File: config.mk
export PLATFORM = sky130hd
export DESIGN_NAME = failsafe_mode_gate_core_flat
export DESIGN_NICKNAME = d
export VERILOG_FILES = /design/src/hdl/fmg_pkg.sv /design/src/hdl/fmg_if.sv /design/src/hdl/fmg_cfg_regs.sv /design/src/hdl/fmg_eval.sv /design/src/hdl/failsafe_mode_gate_core.sv /design/src/flat_wrapper.sv
export SDC_FILE = /design/constraint.sdc
export NUM_CORES = 1
export LEC_CHECK = 0
export BUFFER_PORTS_ARGS = -buffer_cell sky130_fd_sc_hd__buf_2
export CORE_MARGIN = 10
export CORE_UTILIZATION = 45
export DETAILED_ROUTE_END_ITERATION = 6
export GPL_TIMING_DRIVEN = 0
export MAX_ROUTING_LAYER = met4
export SYNTH_ARGS = -nofsm -noshare
export SYNTH_HDL_FRONTEND = slang
export SYNTH_SLANG_ARGS = --single-unit
File: constraint.sdc
create_clock -name clk -period 14.3 [get_ports clk]
set_clock_uncertainty 0.2 [all_clocks]
set_input_delay 0.715 -clock clk [delete_from_list [all_inputs] [get_ports clk]]
set_output_delay 0.715 -clock clk [all_outputs]
set_load 0.01 [all_outputs]
File: src/hdl/fmg_pkg.sv
// ---------------------------------------------------------------------------
// fmg_pkg
// Types, codes and register defaults of the failsafe mode gate.
// ---------------------------------------------------------------------------
package fmg_pkg;

	// Robot mode
	typedef enum logic [1:0] {
		MODE_DISABLED = 2'd0,
		MODE_TELEOP   = 2'd1,
		MODE_AUTO     = 2'd2,
		MODE_FAULT    = 2'd3
	} mode_t;

	// Reason code reported with every result
	typedef enum logic [3:0] {
		RSN_NONE     = 4'd0,
		RSN_SELFTEST = 4'd1,
		RSN_MOTOR_L  = 4'd2,
		RSN_MOTOR_R  = 4'd3,
		RSN_SAG      = 4'd4,
		RSN_OVERRUN  = 4'd5,
		RSN_NOLINK   = 4'd6,
		RSN_LINKLOST = 4'd7,
		RSN_DISABLED = 4'd8
	} reason_t;

	// Commands
	localparam logic [1:0] CMD_EVAL     = 2'd0;
	localparam logic [1:0] CMD_SELFTEST = 2'd1;
	localparam logic [1:0] CMD_CLEAR    = 2'd2;

	// Configuration register indexes
	localparam int unsigned CFG_IDX_W = 3;
	localparam logic [CFG_IDX_W-1:0] CFG_BATTERY_CUTOFF = 3'd0;
	localparam logic [CFG_IDX_W-1:0] CFG_LINK_TIMEOUT   = 3'd1;
	localparam logic [CFG_IDX_W-1:0] CFG_SAG_DEBOUNCE   = 3'd2;
	localparam logic [CFG_IDX_W-1:0] CFG_OVERRUN_LIMIT  = 3'd3;
	localparam logic [CFG_IDX_W-1:0] CFG_OVERRUN_COUNT  = 3'd4;

	localparam int unsigned CFG_DATA_W = 16;

	// Register reset values
	localparam logic [15:0] DEF_BATTERY_CUTOFF = 16'd6000;
	localparam logic [15:0] DEF_LINK_TIMEOUT   = 16'd500;
	localparam logic [15:0] DEF_SAG_DEBOUNCE   = 16'd500;
	localparam logic [15:0] DEF_OVERRUN_LIMIT  = 16'd11000;
	localparam logic [7:0]  DEF_OVERRUN_COUNT  = 8'd5;

	// One input item
	typedef struct packed {
		logic [1:0]  command;
		logic [31:0] now_ms;
		logic        link_never;
		logic [15:0] link_age_ms;
		logic        enable_switch;
		logic        auto_switch;
		logic        motor_fault_left;
		logic        motor_fault_right;
		logic        battery_valid;
		logic [15:0] battery_mv;
		logic [15:0] cycle_time_us;
		logic        self_test_passed;
	} item_t;

	// One result item
	typedef struct packed {
		mode_t   mode;
		reason_t reason;
		logic    fault_latched;
	} result_t;

	// Configuration register set
	typedef struct packed {
		logic [15:0] battery_cutoff_mv;
		logic [15:0] link_timeout_ms;
		logic [15:0] sag_debounce_ms;
		logic [15:0] overrun_limit_us;
		logic [7:0]  overrun_fault_count;
	} cfg_t;

endpackage

File: src/hdl/fmg_if.sv
// ---------------------------------------------------------------------------
// fmg_if
// Valid/ready channels of the failsafe mode gate: input items, results and
// configuration writes.
// ---------------------------------------------------------------------------

// Input item channel
interface fmg_in_if;
	logic        valid;
	logic        ready;
	logic [1:0]  command;
	logic [31:0] now_ms;
	logic        link_never;
	logic [15:0] link_age_ms;
	logic        enable_switch;
	logic        auto_switch;
	logic        motor_fault_left;
	logic        motor_fault_right;
	logic        battery_valid;
	logic [15:0] battery_mv;
	logic [15:0] cycle_time_us;
	logic        self_test_passed;

	modport source (
		output valid, command, now_ms, link_never, link_age_ms, enable_switch,
		       auto_switch, motor_fault_left, motor_fault_right, battery_valid,
		       battery_mv, cycle_time_us, self_test_passed,
		input  ready
	);
	modport sink (
		input  valid, command, now_ms, link_never, link_age_ms, enable_switch,
		       auto_switch, motor_fault_left, motor_fault_right, battery_valid,
		       battery_mv, cycle_time_us, self_test_passed,
		output ready
	);
endinterface

// Result channel
interface fmg_out_if;
	logic       valid;
	logic       ready;
	logic [1:0] mode;
	logic [3:0] reason;
	logic       fault_latched;

	modport source (output valid, mode, reason, fault_latched, input ready);
	modport sink (input valid, mode, reason, fault_latched, output ready);
endinterface

// Configuration write channel
interface fmg_cfg_if;
	logic        valid;
	logic        ready;
	logic [2:0]  index;
	logic [15:0] data;

	modport source (output valid, index, data, input ready);
	modport sink (input valid, index, data, output ready);
endinterface

File: src/hdl/fmg_cfg_regs.sv
// ---------------------------------------------------------------------------
// fmg_cfg_regs
// Configuration register file; one register written per transfer.
// ---------------------------------------------------------------------------
module fmg_cfg_regs
	import fmg_pkg::*;
(
	input  logic                  clk,
	input  logic                  arst_n,
	input  logic                  wr_valid,
	output logic                  wr_ready,
	input  logic [CFG_IDX_W-1:0]  wr_index,
	input  logic [CFG_DATA_W-1:0] wr_data,
	output cfg_t                  cfg
);

	cfg_t cfg_q;

	// Writes never stall
	assign wr_ready = 1'b1;
	assign cfg      = cfg_q;

	// Register write decode; unknown indexes are dropped
	always_ff @(posedge clk or negedge arst_n) begin
		if (!arst_n) begin
			cfg_q.battery_cutoff_mv   <= DEF_BATTERY_CUTOFF;
			cfg_q.link_timeout_ms     <= DEF_LINK_TIMEOUT;
			cfg_q.sag_debounce_ms     <= DEF_SAG_DEBOUNCE;
			cfg_q.overrun_limit_us    <= DEF_OVERRUN_LIMIT;
			cfg_q.overrun_fault_count <= DEF_OVERRUN_COUNT;
		end else if (wr_valid) begin
			unique case (wr_index)
				CFG_BATTERY_CUTOFF: cfg_q.battery_cutoff_mv   <= wr_data;
				CFG_LINK_TIMEOUT:   cfg_q.link_timeout_ms     <= wr_data;
				CFG_SAG_DEBOUNCE:   cfg_q.sag_debounce_ms     <= wr_data;
				CFG_OVERRUN_LIMIT:  cfg_q.overrun_limit_us    <= wr_data;
				CFG_OVERRUN_COUNT:  cfg_q.overrun_fault_count <= wr_data[7:0];
				default: ;
			endcase
		end
	end

endmodule

File: src/hdl/fmg_eval.sv
// ---------------------------------------------------------------------------
// fmg_eval
// Gate state and the single-pass decision logic for one item.
// ---------------------------------------------------------------------------
module fmg_eval
	import fmg_pkg::*;
(
	input  logic    clk,
	input  logic    arst_n,
	input  logic    advance,
	input  item_t   item,
	input  cfg_t    cfg,
	output result_t res
);

	mode_t       mode_q, mode_n;
	logic        fault_q, fault_n;
	reason_t     reason_q, reason_n;
	logic        sag_active_q, sag_active_n;
	logic [31:0] sag_start_q, sag_start_n;
	logic [7:0]  run_q, run_n;

	reason_t     rsn;
	logic        sag_low, sag_hit, over, ovr_hit;
	logic [31:0] sag_elapsed;
	logic [7:0]  run_inc;

	// Sag and overrun detectors
	assign sag_low     = item.battery_valid && (item.battery_mv < cfg.battery_cutoff_mv);
	assign sag_elapsed = item.now_ms - sag_start_q;
	assign sag_hit     = sag_low && sag_active_q &&
	                     (sag_elapsed >= {16'd0, cfg.sag_debounce_ms});
	assign over        = item.cycle_time_us > cfg.overrun_limit_us;
	assign run_inc     = (run_q < cfg.overrun_fault_count) ? run_q + 8'd1 : run_q;
	assign ovr_hit     = over && (run_inc >= cfg.overrun_fault_count);

	// Next state and result
	always_comb begin
		mode_n       = mode_q;
		fault_n      = fault_q;
		reason_n     = reason_q;
		sag_active_n = sag_active_q;
		sag_start_n  = sag_start_q;
		run_n        = run_q;
		rsn          = RSN_NONE;

		case (item.command)
			CMD_EVAL: begin
				if (fault_q) begin
					// latched: timers stay frozen
					mode_n = MODE_FAULT;
					rsn    = reason_q;
				end else begin
					sag_active_n = sag_low;
					if (sag_low && !sag_active_q)
						sag_start_n = item.now_ms;
					run_n = over ? run_inc : 8'd0;

					if (item.motor_fault_left || item.motor_fault_right || sag_hit ||
					    ovr_hit) begin
						fault_n = 1'b1;
						mode_n  = MODE_FAULT;
						if (item.motor_fault_left)       reason_n = RSN_MOTOR_L;
						else if (item.motor_fault_right) reason_n = RSN_MOTOR_R;
						else if (sag_hit)                reason_n = RSN_SAG;
						else                             reason_n = RSN_OVERRUN;
						rsn = reason_n;
					end else if (item.link_never) begin
						mode_n = MODE_DISABLED;
						rsn    = RSN_NOLINK;
					end else if (item.link_age_ms > cfg.link_timeout_ms) begin
						mode_n = MODE_DISABLED;
						rsn    = RSN_LINKLOST;
					end else if (!item.enable_switch) begin
						mode_n = MODE_DISABLED;
						rsn    = RSN_DISABLED;
					end else if (mode_q == MODE_AUTO) begin
						mode_n = MODE_AUTO;
					end else if (mode_q == MODE_DISABLED && item.auto_switch) begin
						mode_n = MODE_AUTO;
					end else begin
						mode_n = MODE_TELEOP;
					end
				end
			end
			CMD_SELFTEST: begin
				// failed test forces fault; first reason is kept
				if (!item.self_test_passed) begin
					if (!fault_q) begin
						fault_n  = 1'b1;
						reason_n = RSN_SELFTEST;
					end
					mode_n = MODE_FAULT;
				end
				rsn = fault_n ? reason_n : RSN_NONE;
			end
			CMD_CLEAR: begin
				mode_n       = MODE_DISABLED;
				fault_n      = 1'b0;
				reason_n     = RSN_NONE;
				sag_active_n = 1'b0;
				sag_start_n  = 32'd0;
				run_n        = 8'd0;
			end
			default: begin
				rsn = fault_q ? reason_q : RSN_NONE;
			end
		endcase

		res.mode          = mode_n;
		res.reason        = rsn;
		res.fault_latched = fault_n;
	end

	// State registers, updated once per item
	always_ff @(posedge clk or negedge arst_n) begin
		if (!arst_n) begin
			mode_q       <= MODE_DISABLED;
			fault_q      <= 1'b0;
			reason_q     <= RSN_NONE;
			sag_active_q <= 1'b0;
			sag_start_q  <= 32'd0;
			run_q        <= 8'd0;
		end else if (advance) begin
			mode_q       <= mode_n;
			fault_q      <= fault_n;
			reason_q     <= reason_n;
			sag_active_q <= sag_active_n;
			sag_start_q  <= sag_start_n;
			run_q        <= run_n;
		end
	end

endmodule

File: src/hdl/failsafe_mode_gate_core.sv
// ---------------------------------------------------------------------------
// failsafe_mode_gate_core
// Per-control-cycle failsafe gate deciding the robot mode.
// ---------------------------------------------------------------------------
// Usage:
//   items   - one control-cycle event per transfer (evaluate, self-test
//             report or clear fault).
//   results - one result per item (mode, reason, fault latch), in order.
//   cfg     - register writes (index, data); always ready. Write only while
//             no item is in flight.
// Pipeline: the item transfer loads the input register, and the item moves
//   into the result register, raising results.valid, once that register is
//   free or drained.
// Throughput: one item per cycle while results are taken; the gate state is
//   updated in one pass of logic between the input and result registers.
// Stall: while results.ready is low the result register holds, one more
//   item waits in the input register, then items.ready drops.
// Reset: arst_n clears both pipeline stages, the mode (disabled), the fault
//   latch, the sag timer and overrun counter, and loads register defaults.
// ---------------------------------------------------------------------------
module failsafe_mode_gate_core
	import fmg_pkg::*;
(
	input  logic       clk,
	input  logic       arst_n,
	fmg_in_if.sink     items,
	fmg_out_if.source  results,
	fmg_cfg_if.sink    cfg
);

	cfg_t    cfg_regs;
	item_t   item_in;
	item_t   item_s1;
	logic    valid_s1;
	logic    advance;
	result_t res;
	result_t result_q;
	logic    out_valid_q;

	// Configuration registers
	fmg_cfg_regs u_cfg (
		.clk      (clk),
		.arst_n   (arst_n),
		.wr_valid (cfg.valid),
		.wr_ready (cfg.ready),
		.wr_index (cfg.index),
		.wr_data  (cfg.data),
		.cfg      (cfg_regs)
	);

	// Gather input payload
	always_comb begin
		item_in.command           = items.command;
		item_in.now_ms            = items.now_ms;
		item_in.link_never        = items.link_never;
		item_in.link_age_ms       = items.link_age_ms;
		item_in.enable_switch     = items.enable_switch;
		item_in.auto_switch       = items.auto_switch;
		item_in.motor_fault_left  = items.motor_fault_left;
		item_in.motor_fault_right = items.motor_fault_right;
		item_in.battery_valid     = items.battery_valid;
		item_in.battery_mv        = items.battery_mv;
		item_in.cycle_time_us     = items.cycle_time_us;
		item_in.self_test_passed  = items.self_test_passed;
	end

	// Stage 1 moves into the result register when that is free or drained
	assign advance     = valid_s1 && (!out_valid_q || results.ready);
	assign items.ready = !valid_s1 || advance;

	// Input register
	always_ff @(posedge clk or negedge arst_n) begin
		if (!arst_n) begin
			valid_s1 <= 1'b0;
		end else if (items.ready) begin
			valid_s1 <= items.valid;
		end
	end

	always_ff @(posedge clk) begin
		if (items.valid && items.ready) begin
			item_s1 <= item_in;
		end
	end

	// Decision logic and gate state
	fmg_eval u_eval (
		.clk     (clk),
		.arst_n  (arst_n),
		.advance (advance),
		.item    (item_s1),
		.cfg     (cfg_regs),
		.res     (res)
	);

	// Result register
	always_ff @(posedge clk or negedge arst_n) begin
		if (!arst_n) begin
			out_valid_q <= 1'b0;
		end else if (advance) begin
			out_valid_q <= 1'b1;
		end else if (results.ready) begin
			out_valid_q <= 1'b0;
		end
	end

	always_ff @(posedge clk) begin
		if (advance) begin
			result_q <= res;
		end
	end

	assign results.valid         = out_valid_q;
	assign results.mode          = result_q.mode;
	assign results.reason        = result_q.reason;
	assign results.fault_latched = result_q.fault_latched;

endmodule

File: src/flat_wrapper.sv
// flat-port wrapper written by rule: the top's interface ports become plain ports
module failsafe_mode_gate_core_flat import fmg_pkg::*;
  (clk, arst_n, items_valid, items_command, items_now_ms, items_link_never, items_link_age_ms, items_enable_switch, items_auto_switch, items_motor_fault_left, items_motor_fault_right, items_battery_valid, items_battery_mv, items_cycle_time_us, items_self_test_passed, items_ready, results_valid, results_mode, results_reason, results_fault_latched, results_ready, cfg_valid, cfg_index, cfg_data, cfg_ready);
  fmg_in_if items_i ();
  fmg_out_if results_i ();
  fmg_cfg_if cfg_i ();
  input  logic clk;
  input  logic arst_n;
  input wire logic [$bits(items_i.valid)-1:0] items_valid;
  input wire logic [$bits(items_i.command)-1:0] items_command;
  input wire logic [$bits(items_i.now_ms)-1:0] items_now_ms;
  input wire logic [$bits(items_i.link_never)-1:0] items_link_never;
  input wire logic [$bits(items_i.link_age_ms)-1:0] items_link_age_ms;
  input wire logic [$bits(items_i.enable_switch)-1:0] items_enable_switch;
  input wire logic [$bits(items_i.auto_switch)-1:0] items_auto_switch;
  input wire logic [$bits(items_i.motor_fault_left)-1:0] items_motor_fault_left;
  input wire logic [$bits(items_i.motor_fault_right)-1:0] items_motor_fault_right;
  input wire logic [$bits(items_i.battery_valid)-1:0] items_battery_valid;
  input wire logic [$bits(items_i.battery_mv)-1:0] items_battery_mv;
  input wire logic [$bits(items_i.cycle_time_us)-1:0] items_cycle_time_us;
  input wire logic [$bits(items_i.self_test_passed)-1:0] items_self_test_passed;
  output wire logic [$bits(items_i.ready)-1:0] items_ready;
  output wire logic [$bits(results_i.valid)-1:0] results_valid;
  output wire logic [$bits(results_i.mode)-1:0] results_mode;
  output wire logic [$bits(results_i.reason)-1:0] results_reason;
  output wire logic [$bits(results_i.fault_latched)-1:0] results_fault_latched;
  input wire logic [$bits(results_i.ready)-1:0] results_ready;
  input wire logic [$bits(cfg_i.valid)-1:0] cfg_valid;
  input wire logic [$bits(cfg_i.index)-1:0] cfg_index;
  input wire logic [$bits(cfg_i.data)-1:0] cfg_data;
  output wire logic [$bits(cfg_i.ready)-1:0] cfg_ready;
  assign items_i.valid = items_valid;
  assign items_i.command = items_command;
  assign items_i.now_ms = items_now_ms;
  assign items_i.link_never = items_link_never;
  assign items_i.link_age_ms = items_link_age_ms;
  assign items_i.enable_switch = items_enable_switch;
  assign items_i.auto_switch = items_auto_switch;
  assign items_i.motor_fault_left = items_motor_fault_left;
  assign items_i.motor_fault_right = items_motor_fault_right;
  assign items_i.battery_valid = items_battery_valid;
  assign items_i.battery_mv = items_battery_mv;
  assign items_i.cycle_time_us = items_cycle_time_us;
  assign items_i.self_test_passed = items_self_test_passed;
  assign items_ready = items_i.ready;
  assign results_valid = results_i.valid;
  assign results_mode = results_i.mode;
  assign results_reason = results_i.reason;
  assign results_fault_latched = results_i.fault_latched;
  assign results_i.ready = results_ready;
  assign cfg_i.valid = cfg_valid;
  assign cfg_i.index = cfg_index;
  assign cfg_i.data = cfg_data;
  assign cfg_ready = cfg_i.ready;
  failsafe_mode_gate_core u_core (.clk(clk), .arst_n(arst_n), .items(items_i), .results(results_i), .cfg(cfg_i));
endmodule
==> impl_metrics.json <==
{
  "outcome": "finished clean",
  "numCtsBuffers": 26,
  "hp-class": "in2reg",
  "crit_path_max_incr_delay_ns": 0.42,
  "layout-drive-gt1-share": 0.1648,
  "gr-total-overflow": 0,
  "timing.setup.tns_ns": 0,
  "dr.pass1.iters": 5,
  "dpl_cell_area_mm2": 0.01332,
  "setup_viol_count_final": 0,
  "post-cts-setup-buffers": 0,
  "grt_first_pass_wirelength_um": 48690,
  "slowest_stage": "edfxtp_1",
  "cts_tree": "done",
  "synth_cells": 1186,
  "crit_path_start_kind": "flip-flop",
  "port_buffers": 121,
  "place.gp.congestion": 0.9165,
  "root_buffer": "clkbuf_16",
  "synth-seq-area-share": 0.4889,
  "crit_required_ns": 14.37,
  "crit_start": "u_core.item_s1[55]",
  "hold_path_startpoint": "items_now_ms[24]",
  "max_freq_ghz": 0.1841,
  "period_share": 0.3799,
  "syn_area_per_cell_um2": 10.30,
  "rsz0062_at_grt": "no",
  "synth_edf_count": 96,
  "hold_viol": 0,
  "core_region_area_mm2": 0.02680,
  "async_flop_share": 0.5596,
  "start_util": 0.4558,
  "hpwl_um": 23260,
  "ff_latch_area_mm2": 0.005972,
  "leakagePower_uw": 0.006179,
  "pre_cts_ws_ns": 8.855,
  "antenna_left": 0,
  "wl_per_cell_um": 17.87,
  "wirelength_um": 30380,
  "yosys_most_used_dff": "edfxtp_1",
  "antenna_cells": 0,
  "drcViolationCount": 0,
  "cts_resized": 0,
  "vias": 9290,
  "nNetsFinal": 1567,
  "nFillCells": 2453,
  "finish.instance_area_mm2": 0.01417,
  "cp-end-kind": "flip-flop",
  "r2r-start": "u_core.item_s1[55]",
  "hold_ws_ns": 0.1634,
  "area_growth_pct": 16.00,
  "boundaryPins": 123,
  "cp_num_cells": 19,
  "cts_max_path_buffers": 3,
  "cts.sinks": 218,
  "grt_pass1_vias": 9039,
  "cp_num_buf_inv": 1,
  "clk_pin_slew_ns": 0.06,
  "cp_top_family": "compound AO/OA/AOI/OAI gates",
  "crit_chain": "inv_1 -> ha_1 -> fa_1 -> nand2b_1 -> a21oi_1 -> o21ai_0 -> o21a_1 -> xnor2_1 -> ha_1 -> o2111ai_1 -> nor2_1 -> a22o_1 -> a21oi_1 -> nand4_1 -> nor4_2 -> nand4_1 -> o31a_1 -> or3_1 -> a32o_1",
  "crit_fanout": 6,
  "min_period_ns": 5.433,
  "criticalPathCategory": "reg2reg",
  "multi_input_area_mm2": 0.005613,
  "die_area_mm2": 0.03414,
  "hold-path-cell-count": 1,
  "antenna_found_initial": 0,
  "synth_fp_nets": 1414,
  "fp.dieH_um": 184.8,
  "power_density_mw_per_mm2": 162.8,
  "drtIter0Drc": 596,
  "ir_drop_v": 0.00009754,
  "syn-cell-area_mm2": 0.01222,
  "vias_per_cell": 5.465,
  "maxCapViolations": 0,
  "worstMarginPinSlew_ns": 1.010,
  "grt.total_usage": 0.1819,
  "setup_ws_ns": 8.867,
  "grt_start_max_net_pins": 67,
  "drv_slew": 0,
  "cts_hold_buf": 1,
  "cts-htree-levels": 1,
  "ys_warn_count": 0,
  "std_cell_rows": 60,
  "synth_seq_cells": 218,
  "max-slew-margin-rel": 0.3254,
  "clk_latency_ns": 0.52,
  "reg2reg_depth": 19,
  "worstPathArrival_ns": 5.50,
  "die_x_um": 184.8,
  "synth_cell_types": 73
}
## worst paths after layout
kind                                                 end  slack, ns
max                             u_core.results.reason[2]       8.87
min                                   u_core.item_s1[79]       0.16
max reg2reg                     u_core.results.reason[2]       8.87
min reg2reg                u_core.u_eval.sag_start_q[22]       0.29
max in group asynchronous           u_core.u_cfg.cfg[17]      12.58
min in group asynchronous            u_core.u_cfg.cfg[8]       0.56
## report_power, final
| part | leakage [µW] | switching [µW] | internal, µW | total [µW] |
|---|---|---|---|---|
| clock network | 0.000408 | 248 | 398 | 646 |
| registers | 0.00239 | 50.6 | 774 | 824 |
| logic | 0.00338 | 496 | 340 | 836 |
## cell type report
cell class	count	area share
Clock inverter	6	0.005740
Inverter	123	0.03258
Sequential cell	218	0.4215
Clock buffer	42	0.05378
Timing Repair Buffer	125	0.04812
Tap cell	341	0.03011
Buffer	42	0.01210
Multi-Input combinational cell	803	0.3961
## worst register-to-register path: cells and delay by family (launching register included)
family	cells	cell delay [ns]
flip-flops	1	0.42
AO/OA/AOI/OAI	8	2.06
XOR/XNOR	1	0.23
buffers and inverters	1	0.06
adder cells (fa/ha/maj)	3	0.93
AND/OR/NAND/NOR	6	1.29
## synthesized netlist by cell type (all sizes together) (26+ instances only)
library cell    n  share of area
a21oi          60          0.025
edfxtp         96           0.24
dfrtp          93           0.19
nor2           51          0.016
o21ai         111          0.045
a22o           37          0.027
dfstp          29          0.062
inv           123          0.038
clkbuf         32         0.0098
nand2         116          0.036
nor3           26          0.011
ha            114           0.12
## layout by cell type (no fill, tap or decap), drive strengths merged, types with 5 or more instances in the layout
master   synthesis  routed
o21a            11      11
nor2            51      51
a21o            23      23
o21ai          111     111
nor2b           10      10
xor2            12      12
and3             7       7
a22o            37      37
nor4            11      11
nor3            26      26
nand2          116     116
a31oi            9       9
dfrtp           93      93
nand3           17      17
edfxtp          96      96
a211oi           8       8
dfstp           29      29
o211ai          14      14
buf             10     134
inv            123     123
mux2            21      21
nand2b          18      18
clkbuf          32      74
o31ai           10      10
o2111ai          5       5
xnor2           13      13
a21oi           60      60
ha             114     114
nand4           21      21
## cells by family after synthesis
group                    Yosys count  share of synthesized area
AND/OR/NAND/NOR                  300                     0.1193
AO/OA/AOI/OAI                    338                     0.1815
other                              1                  0.0003070
multiplexers                      24                    0.02182
XOR/XNOR                          25                    0.01792
adder cells (fa/ha/maj)          115                     0.1184
flip-flops                       218                     0.4889
buffers and inverters            165                    0.05183
## state kept, by name, summed over array words and instances, names as in the netlist
name                          cells
u_core.results.mode               2
u_core.results.reason             4
u_core.u_eval.run_q               8
u_core.results.fault_latched      1
u_core.u_eval.sag_active_q        1
u_core.u_eval.reason_q            4
u_core.u_eval.fault_q             1
u_core.u_cfg.cfg                 72
u_core.results.valid              1
u_core.item_s1                   89
u_core.valid_s1                   1
u_core.u_eval.sag_start_q        32
u_core.u_eval.mode_q              2
## layer usage
| layer | routed length [µm] | track usage | vias to the layer above |
|---|---|---|---|
| met5 | 0 | - | - |
| met4 | 609 | 0.04064 | 0 |
| met3 | 1222 | 0.02441 | 44 |
| met2 | 13970 | 0.2795 | 162 |
| met1 | 14580 | 0.2511 | 4441 |
| li1 | - | - | 4643 |
## stage by stage
step,power [µW],utilization,std cells
floorplan,1435,-,1186
global placement,1650,0.4943,1648
detailed placement,1666,0.4969,1651
CTS,2327,0.5287,1700
global route,2475,0.5287,1700
finish,2307,0.5287,1700
Power figures use the tool's default switching activity.
